### src/rtl/iaws_pkg.sv
// Package for the IMU ADC window-sum block.
// Holds payload structs, channel and register codes, controller types and constants.
// No dependencies.
package iaws_pkg;

  localparam int NUM_CH         = 8;
  localparam int CH_W           = 3;
  localparam int SAMPLE_W       = 10;
  localparam int SUM_W          = 16;
  localparam int BATT_W         = 9;
  localparam int CFG_IDX_W      = 3;
  localparam int WINDOW_DEF     = 8;
  localparam int MID_VALUE      = 1023 / 2;
  localparam int BATT_MULT      = 82;
  localparam int BATT_SHIFT     = 7;

  localparam logic [CH_W-1:0] CH_ACC_Y = 3'd0;
  localparam logic [CH_W-1:0] CH_ACC_X = 3'd1;
  localparam logic [CH_W-1:0] CH_GYR_Z = 3'd2;
  localparam logic [CH_W-1:0] CH_GYR_X = 3'd3;
  localparam logic [CH_W-1:0] CH_GYR_Y = 3'd4;
  localparam logic [CH_W-1:0] CH_PRESS = 3'd5;
  localparam logic [CH_W-1:0] CH_BATT  = 3'd6;
  localparam logic [CH_W-1:0] CH_ACC_Z = 3'd7;

  localparam logic [CFG_IDX_W-1:0] REG_ACCEL_OFFSET_X = 3'd0;
  localparam logic [CFG_IDX_W-1:0] REG_ACCEL_OFFSET_Y = 3'd1;
  localparam logic [CFG_IDX_W-1:0] REG_ACCEL_OFFSET_Z = 3'd2;
  localparam logic [CFG_IDX_W-1:0] REG_GYRO_OFFSET_X  = 3'd3;
  localparam logic [CFG_IDX_W-1:0] REG_GYRO_OFFSET_Y  = 3'd4;
  localparam logic [CFG_IDX_W-1:0] REG_GYRO_OFFSET_Z  = 3'd5;

  localparam logic KIND_STORE   = 1'b0;
  localparam logic KIND_PROCESS = 1'b1;

  typedef struct packed {
    logic                kind;
    logic [CH_W-1:0]     channel;
    logic [SAMPLE_W-1:0] sample_value;
  } in_item_t;

  typedef struct packed {
    logic signed [SUM_W-1:0] accel_sum_x;
    logic signed [SUM_W-1:0] accel_sum_y;
    logic signed [SUM_W-1:0] accel_sum_z;
    logic signed [SUM_W-1:0] rate_sum_x;
    logic signed [SUM_W-1:0] rate_sum_y;
    logic signed [SUM_W-1:0] rate_sum_z;
    logic [SUM_W-1:0]        pressure_sum;
    logic [BATT_W-1:0]       battery_decivolts;
  } out_item_t;

  typedef enum logic [2:0] {
    S_CLEAR,
    S_IDLE,
    S_RD,
    S_WR,
    S_SHIFT,
    S_MUL,
    S_OUT
  } ctrl_state_t;

  typedef struct packed {
    logic clr_en;
    logic capture;
    logic rd_en;
    logic wr_en;
    logic shift_en;
    logic mul_en;
    logic out_load;
  } ctrl_cmd_t;

  typedef struct packed {
    logic clr_last;
    logic out_free;
  } ctrl_sts_t;

endpackage

### src/rtl/iaws_ram.sv
// Generic simple dual-port RAM, one write and one registered read per cycle.
// No dependencies.
module iaws_ram #(
  parameter int WIDTH = 10,
  parameter int DEPTH = 64
) (
  input  logic                     clk,
  input  logic                     we,
  input  logic [$clog2(DEPTH)-1:0] waddr,
  input  logic [WIDTH-1:0]         wdata,
  input  logic                     re,
  input  logic [$clog2(DEPTH)-1:0] raddr,
  output logic [WIDTH-1:0]         rdata
);

  logic [WIDTH-1:0] mem_r [DEPTH];
  logic [WIDTH-1:0] rdata_r;

  always_ff @(posedge clk) begin
    if (we) begin
      mem_r[waddr] <= wdata;
    end
    if (re) begin
      rdata_r <= mem_r[raddr];
    end
  end

  assign rdata = rdata_r;

endmodule

### src/rtl/iaws_ctrl.sv
// Controller for the IMU ADC window-sum block: clear pass, store and process sequencing.
// Depends on iaws_pkg.
module iaws_ctrl
  import iaws_pkg::*;
(
  input  logic      clk,
  input  logic      rst_n,
  input  logic      in_valid,
  input  logic      in_kind,
  output logic      in_stall,
  input  ctrl_sts_t sts,
  output ctrl_cmd_t cmd
);

  ctrl_state_t state_r, state_nxt;

  always_ff @(posedge clk) begin
    if (!rst_n) begin
      state_r <= S_CLEAR;
    end else begin
      state_r <= state_nxt;
    end
  end

  always_comb begin
    state_nxt = state_r;
    cmd       = '0;
    in_stall  = (state_r != S_IDLE);
    case (state_r)
      S_CLEAR: begin
        cmd.clr_en = 1'b1;
        if (sts.clr_last) begin
          state_nxt = S_IDLE;
        end
      end
      S_IDLE: begin
        if (in_valid) begin
          cmd.capture = 1'b1;
          state_nxt   = (in_kind == KIND_PROCESS) ? S_SHIFT : S_RD;
        end
      end
      S_RD: begin
        cmd.rd_en = 1'b1;
        state_nxt = S_WR;
      end
      S_WR: begin
        cmd.wr_en = 1'b1;
        state_nxt = S_IDLE;
      end
      S_SHIFT: begin
        cmd.shift_en = 1'b1;
        state_nxt    = S_MUL;
      end
      S_MUL: begin
        cmd.mul_en = 1'b1;
        state_nxt  = S_OUT;
      end
      S_OUT: begin
        if (sts.out_free) begin
          cmd.out_load = 1'b1;
          state_nxt    = S_IDLE;
        end
      end
      default: begin
        state_nxt = S_CLEAR;
      end
    endcase
  end

endmodule

### src/rtl/iaws_dp.sv
// Datapath for the IMU ADC window-sum block: sample store, running sums,
// pointers, offset registers, battery scaling and the output register.
// Depends on iaws_pkg and iaws_ram.
module iaws_dp
  import iaws_pkg::*;
#(
  parameter int WINDOW_SAMPLES = WINDOW_DEF
) (
  input  logic                 clk,
  input  logic                 rst_n,
  input  in_item_t             in_data,
  input  logic                 cfg_we,
  input  logic [CFG_IDX_W-1:0] cfg_index,
  input  logic [SUM_W-1:0]     cfg_wdata,
  output logic                 out_valid,
  input  logic                 out_stall,
  output out_item_t            out_data,
  input  ctrl_cmd_t            cmd,
  output ctrl_sts_t            sts
);

  localparam int RW    = $clog2(WINDOW_SAMPLES);
  localparam int DEPTH = WINDOW_SAMPLES * NUM_CH;
  localparam int AW    = $clog2(DEPTH);
  localparam int P     = $clog2(WINDOW_SAMPLES + 1) - 1;
  localparam logic [SUM_W-1:0] GYRO_MID = SUM_W'(MID_VALUE * WINDOW_SAMPLES);

  logic [CH_W-1:0]     ch_r;
  logic [SAMPLE_W-1:0] val_r;
  logic [RW-1:0]       ptr_r [NUM_CH];
  logic [SUM_W-1:0]    sum_r [NUM_CH];
  logic [AW-1:0]       clr_cnt_r;
  logic [SUM_W-1:0]    off_ax_r, off_ay_r, off_az_r, off_gx_r, off_gy_r, off_gz_r;
  logic [SUM_W-1:0]    b1_r, b1_nxt;
  logic [SUM_W-1:0]    prod_r, prod_nxt;
  logic                out_valid_r;
  out_item_t           out_r, out_nxt;

  logic                ram_we;
  logic [AW-1:0]       ram_waddr;
  logic [AW-1:0]       ram_raddr;
  logic [SAMPLE_W-1:0] ram_wdata;
  logic [SAMPLE_W-1:0] ram_rdata;
  logic [RW-1:0]       ptr_cur;
  logic [SUM_W:0]      b_rnd;
  logic [SUM_W:0]      p_rnd;

  assign ptr_cur   = ptr_r[ch_r];
  assign ram_raddr = {ptr_cur, ch_r};
  assign ram_we    = cmd.clr_en | cmd.wr_en;
  assign ram_waddr = cmd.clr_en ? clr_cnt_r : {ptr_cur, ch_r};
  assign ram_wdata = cmd.clr_en ? '0 : val_r;

  iaws_ram #(
    .WIDTH (SAMPLE_W),
    .DEPTH (DEPTH)
  ) u_ram (
    .clk   (clk),
    .we    (ram_we),
    .waddr (ram_waddr),
    .wdata (ram_wdata),
    .re    (cmd.rd_en),
    .raddr (ram_raddr),
    .rdata (ram_rdata)
  );

  assign sts.clr_last = (clr_cnt_r == AW'(DEPTH - 1));
  assign sts.out_free = !out_valid_r || !out_stall;

  always_ff @(posedge clk) begin
    if (!rst_n) begin
      clr_cnt_r <= '0;
    end else if (cmd.clr_en) begin
      clr_cnt_r <= clr_cnt_r + AW'(1);
    end
  end

  always_ff @(posedge clk) begin
    if (cmd.capture) begin
      ch_r  <= in_data.channel;
      val_r <= in_data.sample_value;
    end
  end

  // running window sums; old sample leaves, new one enters
  always_ff @(posedge clk) begin
    if (!rst_n) begin
      for (int i = 0; i < NUM_CH; i++) begin
        sum_r[i] <= '0;
        ptr_r[i] <= '0;
      end
    end else if (cmd.wr_en) begin
      sum_r[ch_r] <= sum_r[ch_r] + SUM_W'(val_r) - SUM_W'(ram_rdata);
      ptr_r[ch_r] <= (ptr_cur == RW'(WINDOW_SAMPLES - 1)) ? '0 : ptr_cur + RW'(1);
    end
  end

  always_ff @(posedge clk) begin
    if (!rst_n) begin
      off_ax_r <= '0;
      off_ay_r <= '0;
      off_az_r <= '0;
      off_gx_r <= SUM_W'(0) - GYRO_MID;
      off_gy_r <= SUM_W'(0) - GYRO_MID;
      off_gz_r <= GYRO_MID;
    end else if (cfg_we) begin
      case (cfg_index)
        REG_ACCEL_OFFSET_X: off_ax_r <= cfg_wdata;
        REG_ACCEL_OFFSET_Y: off_ay_r <= cfg_wdata;
        REG_ACCEL_OFFSET_Z: off_az_r <= cfg_wdata;
        REG_GYRO_OFFSET_X:  off_gx_r <= cfg_wdata;
        REG_GYRO_OFFSET_Y:  off_gy_r <= cfg_wdata;
        REG_GYRO_OFFSET_Z:  off_gz_r <= cfg_wdata;
        default: ;
      endcase
    end
  end

  // battery: rounded shift by P+1, times 82, rounded shift by 7
  assign b_rnd    = {1'b0, sum_r[CH_BATT]} + (SUM_W+1)'(2 ** P);
  assign b1_nxt   = SUM_W'(b_rnd >> (P + 1));
  assign prod_nxt = SUM_W'(SUM_W'(BATT_MULT) * b1_r);
  assign p_rnd    = {1'b0, prod_r} + (SUM_W+1)'(2 ** (BATT_SHIFT - 1));

  always_ff @(posedge clk) begin
    if (cmd.shift_en) begin
      b1_r <= b1_nxt;
    end
    if (cmd.mul_en) begin
      prod_r <= prod_nxt;
    end
  end

  always_comb begin
    out_nxt.accel_sum_x       = SUM_W'(0) - sum_r[CH_ACC_X] - off_ax_r;
    out_nxt.accel_sum_y       = SUM_W'(0) - sum_r[CH_ACC_Y] - off_ay_r;
    out_nxt.accel_sum_z       = SUM_W'(0) - sum_r[CH_ACC_Z] - off_az_r;
    out_nxt.rate_sum_x        = SUM_W'(0) - sum_r[CH_GYR_X] - off_gx_r;
    out_nxt.rate_sum_y        = SUM_W'(0) - sum_r[CH_GYR_Y] - off_gy_r;
    out_nxt.rate_sum_z        = sum_r[CH_GYR_Z] - off_gz_r;
    out_nxt.pressure_sum      = sum_r[CH_PRESS];
    out_nxt.battery_decivolts = p_rnd[BATT_SHIFT +: BATT_W];
  end

  always_ff @(posedge clk) begin
    if (!rst_n) begin
      out_valid_r <= 1'b0;
    end else if (cmd.out_load) begin
      out_valid_r <= 1'b1;
    end else if (!out_stall) begin
      out_valid_r <= 1'b0;
    end
  end

  always_ff @(posedge clk) begin
    if (cmd.out_load) begin
      out_r <= out_nxt;
    end
  end

  assign out_valid = out_valid_r;
  assign out_data  = out_r;

endmodule

### src/rtl/imu_adc_window_sum_offset.sv
// Top level of the IMU ADC window-sum block: controller, datapath and checks.
// Depends on iaws_pkg, iaws_ctrl, iaws_dp (and through it iaws_ram).
//
// Keeps the last WINDOW_SAMPLES samples of eight ADC channels and a running
// sum per channel. After reset a clearing pass zeroes the sample store, one
// entry a cycle, all 8 * WINDOW_SAMPLES entries (64 at the default); requests
// are stalled until it ends. A store request then steps through capture,
// store read of the leaving sample, and write and sum update. A process
// request steps through capture, battery rounding shift, the multiply by 82
// and output load, which waits until the output register is free; the result
// register holds it while stores go on. Offsets may be written only when idle.
module imu_adc_window_sum_offset
  import iaws_pkg::*;
#(
  parameter int WINDOW_SAMPLES = WINDOW_DEF
) (
  input  logic                 clk,
  input  logic                 rst_n,
  input  logic                 in_valid,
  output logic                 in_stall,
  input  in_item_t             in_data,
  output logic                 out_valid,
  input  logic                 out_stall,
  output out_item_t            out_data,
  input  logic                 cfg_we,
  input  logic [CFG_IDX_W-1:0] cfg_index,
  input  logic [SUM_W-1:0]     cfg_wdata
);

  ctrl_cmd_t cmd;
  ctrl_sts_t sts;

  iaws_ctrl u_ctrl (
    .clk      (clk),
    .rst_n    (rst_n),
    .in_valid (in_valid),
    .in_kind  (in_data.kind),
    .in_stall (in_stall),
    .sts      (sts),
    .cmd      (cmd)
  );

  iaws_dp #(
    .WINDOW_SAMPLES (WINDOW_SAMPLES)
  ) u_dp (
    .clk       (clk),
    .rst_n     (rst_n),
    .in_data   (in_data),
    .cfg_we    (cfg_we),
    .cfg_index (cfg_index),
    .cfg_wdata (cfg_wdata),
    .out_valid (out_valid),
    .out_stall (out_stall),
    .out_data  (out_data),
    .cmd       (cmd),
    .sts       (sts)
  );

  a_clear_after_reset: assert property (@(posedge clk) disable iff (!rst_n)
    $rose(rst_n) |-> in_stall)
    else $error("requests taken during the clearing pass");

  a_store_no_result: assert property (@(posedge clk) disable iff (!rst_n)
    (in_valid && !in_stall && in_data.kind == KIND_STORE && !out_valid) |=> !out_valid)
    else $error("store request produced a result");

  a_process_latency: assert property (@(posedge clk) disable iff (!rst_n)
    (in_valid && !in_stall && in_data.kind == KIND_PROCESS && !out_valid) |-> ##4 out_valid)
    else $error("process request result late");

endmodule
### config.mk
export PLATFORM = sky130hd
export DESIGN_NAME = imu_adc_window_sum_offset
export DESIGN_NICKNAME = d
export VERILOG_FILES = /design/src/rtl/iaws_pkg.sv /design/src/rtl/iaws_ram.sv /design/src/rtl/iaws_ctrl.sv /design/src/rtl/iaws_dp.sv /design/src/rtl/imu_adc_window_sum_offset.sv
export SDC_FILE = /design/constraint.sdc
export NUM_CORES = 1
export LEC_CHECK = 0
export ABC_AREA = 1
export CORE_UTILIZATION = 34
export CTS_CLUSTER_DIAMETER = 200
export DETAILED_ROUTE_END_ITERATION = 8
export DONT_BUFFER_PORTS = 1
export PLACE_DENSITY_LB_ADDON = 0.05
export SETUP_SLACK_MARGIN = 0.4
export SYNTH_ARGS = -nofsm -noshare
export SYNTH_HDL_FRONTEND = slang
export SYNTH_SLANG_ARGS = --single-unit
### constraint.sdc
create_clock -name clk -period 9.74 [get_ports clk]
set_input_delay 1.461 -clock clk [delete_from_list [all_inputs] [get_ports clk]]
set_output_delay 1.461 -clock clk [all_outputs]
set_load 0.02 [all_outputs]
==> results_dict.tcl <==
set metrics [dict create \
    synthMuxAreaShare_pct 0 \
    routed_wl_um 160000 \
    synth_top_family_by_area "simple AND/OR/NAND/NOR gates" \
    critical_path_arrival_ps 5220 \
    cts_buffer_depth 3 \
    root_buffer "clkbuf_16" \
    maxCapViolCount 0 \
    synth_top_flop_cell "edfxtp_1" \
    hold_path_class "reg -> reg" \
    area_growth_pct 11.8 \
    grt_pass1_wl_um 235000 \
    synth-compound-area-share_pct 5.30 \
    ys_seq_area_share_pct 60.8 \
    final_nets 5426 \
    reg2regPathDepth 15 \
    path_class "reg -> reg" \
    p_clk_share_pct 46.2 \
    dpl.hpwl_um 103000 \
    switching_power_mw 2.32 \
    die_w_um 389 \
    hold_depth 2 \
    r2r_end "u_dp.sum_r[5][9]" \
    critPathRequiredTime_ps 10170 \
    status "finished clean" \
    hold_start "u_dp.off_gx_r[8]" \
    min_period_ps 4790 \
    antenna_found_initial 12 \
    grt_overflow 0 \
    synth-edff-count 959 \
    top_usage_layer "met2" \
    yosysWarnings 0 \
    pwr-share-comb_pct 4.6 \
    max_stage_delay_ps 870 \
    num_vias 34900 \
    fin_util_pct 38.4 \
    post_cts_resized 0 \
    ir_worst_vdd_mv 0.160 \
    p_leak_nw 23.6 \
    grt_pass1_vias 34100 \
    cts_buffers 134 \
    swShare_pct 22.6 \
    drc 0 \
    grt.total_usage_pct 21.1 \
    hold_slack_ps 451 \
    synth_fa_ha_area_share_pct 6.13 \
    synth_nets 5461 \
    rrSetupSlack_ps 4950 \
    met2_usage_pct 34.5 \
    netlist_area_mm2 0.0509 \
    start_kind "flip-flop" \
    total_power_mw 10.3 \
    cell_internal_pwr_mw 7.94 \
    fin_crit_sh_pct 49.1 \
    synthTopCellsByArea "edfxtp_1 (57%), nand2_1 (15%), ha_1 (5.2%), dfxtp_1 (4.3%), nor2_1 (2.8%)" \
    drive_gt1_share_pct 5.62 \
    use_met3_pct 3.54 \
    rsz0062_at_grt "no" \
    setup_violations 0 \
    postCtsHoldBufs 0 \
    syn_area_per_cell_um2 9.82 \
    clk_latency_ps 740 \
    powerDensity_mw_per_mm2 180 \
    max-slew-margin-rel_pct 17.3 \
    crit_path_end_kind "flip-flop" \
    met1_usage_pct 28.4 \
    grt_max_degree 168 \
    p_seq_share_pct 49.2 \
    rows 141 \
    fin_setup_tns_ps 0 \
    synthTopCellsByCount "nand2_1 (2022), edfxtp_1 (959), nor2_1 (380)" \
    final_area_mm2 0.0570 \
    synth_xor_area_share_pct 1.87 \
    fmax_mhz 209 \
    synth_area_leader_cell "edfxtp_1" \
    slew_viol_final 0 \
    postCtsSetupBuffers 0 \
    crit_fanout 81 \
    die-area_mm2 0.151 \
    io_buffers 0 \
    cts_tree "done" \
    fin_skew_ps 22.2 \
    syn_inst 5188 \
    wire_per_inst_um 22.3 \
    io_pins 161 \
    ys_async_sr_fraction_pct 0 \
    critPathSlowestCell "xnor2_1" \
    hold_violations 0 \
    die_h_um 389 \
    start_util_pct 34.4 \
    antenna_left 0 \
    drtPass1Iterations 5 \
    clock_sink_count 1068 \
    gp_congestion 0.840 \
    ys_seq_elements 1068 \
    synthSimpleGateAreaFrac_pct 20.9 \
    coreArea_mm2 0.148 \
    crit_path_cell_trace "buf_4 > inv_2 > buf_4 > a21oi_1 > o21ai_0 > nand3_1 > o21ai_0 > fa_1 > inv_1 > ha_1 > a21oi_1 > a21boi_0 > nand2_1 > xnor2_1 > nor2_1" \
    clkSlewWorstSetupHoldPaths_ps 60 \
    hold_end "u_dp.off_gx_r[8]" \
    drt-vias-per-instance 4.86 \
    htreeDepth 4 \
    synthDistinctLibCells 49 \
    drt_iter0_drc 2271 \
    worst_pin_slew_ps 1240 \
    synth.most_common_cell "nand2_1" \
    yosysTopAreaCellShare_pct 56.5 \
    placed_area_mm2 0.0528 \
]
[registers in the layout, indices dropped and copies added (netlist names), 13 cells and up, named ones only]
| register | flops |
|---|---|
| u_dp.off_gx_r | 16 |
| u_dp.off_gy_r | 16 |
| u_dp.sum_r | 128 |
| u_dp.ptr_r | 24 |
| u_dp.b1_r | 13 |
| u_dp.off_ay_r | 16 |
| u_dp.u_ram.mem_r | 640 |
| u_dp.off_az_r | 16 |
| u_dp.off_ax_r | 16 |
| u_dp.out_data | 121 |
| u_dp.off_gz_r | 16 |
[cell families (layout without fill, tap and decap cells)]
group	count (synthesis)	count (layout)
flops	1068	1068
other cells	0	4
simple gates	2678	2678
xor+xnor	109	109
compound gates	488	488
fa+ha+maj	235	235
buf+inv	610	673
[power groups by stage]
stage	combinational (mW)	sequential (mW)	clock, mW
2_1_floorplan	0.348	5.12	0
3_3_place_gp	0.483	5.14	0
3_5_place_dp	0.482	5.14	0
4_1_cts	0.486	5.04	4.87
5_1_grt	0.544	5.05	5.03
6_report	0.476	5.04	4.74
[worst max-delay path: cells and delay by family, from the launching register on]
kind	cells	cell delay [ps]
buffers and inverters	4	1130
AOI/OAI and AO/OA	5	920
xor gates and xnor gates	1	870
adders and majority gates	2	830
and+or+nand+nor	3	340
DFF	1	320
[layer usage]
metal | vias up | part of all wire (%)
met5 | - | 0.042
met2 | 712 | 47
li1 | 17200 | -
met3 | 230 | 4.2
met4 | 10 | 3.0
met1 | 16800 | 46
[how the worst max path moves through the flow]
stage                   start                end  slack, ps  depth (start not counted)
global placement    flip-flop  u_dp.sum_r[3][11]       5100                         19
finish              flip-flop   u_dp.sum_r[5][9]       4950                         15
detailed placement  flip-flop  u_dp.sum_r[4][11]       4990                         19
floorplan           out_stall   u_dp.out_data[0]       2550                          3
CTS                 flip-flop  u_dp.sum_r[4][11]       4990                         19
global route        flip-flop  u_dp.sum_r[4][11]       4640                         19
[layout by cell type, fill, tap and decap left out, types with 5 or more instances in the layout]
cell and n:
nor2_1 368, inv_2 5, o21ai_1 17, clkbuf_1 32, dfxtp_1 107, buf_4 55, xnor2_1 42, a31oi_1 13
a21oi_1 200, clkinv_2 20, edfxtp_1 959, o21ai_0 183, nand3b_1 5, xor2_1 67, nand4_1 91, o21bai_1 23
nand2_2 6, nor2_4 11, bufinv_16 5, a21o_1 14, o211ai_1 25, fa_1 24, nand3_1 119, clkinv_1 22
clkbuf_16 137, inv_1 371, nand2_1 2022, inv_6 9, clkbuf_8 7, nand2_4 5, nor3_1 28, nand3_2 8
ha_1 211
[metrics by stage]
| step | setup slack [ps] | instances |
|---|---|---|
| 2_1_floorplan | 2550 | 5188 |
| 3_3_place_gp | 5100 | 6947 |
| 3_5_place_dp | 4990 | 6947 |
| 5_1_grt | 4640 | 7181 |
| 4_1_cts | 4990 | 7181 |
| 6_report | 4950 | 7185 |
[area by class of cell]
| class | instances | area, µm² |
|---|---|---|
| Multi-Input combinational cell | 3510 | 17500 |
| Timing Repair Buffer | 58 | 473 |
| Inverter | 381 | 1450 |
| Tap cell | 1930 | 2410 |
| Antenna cell | 4 | 10.0 |
| Fill cell | 14800 | 91200 |
| Clock inverter | 58 | 465 |
| Sequential cell | 1068 | 31000 |
| Clock buffer | 176 | 3640 |
(Power assumes the default switching activity.)
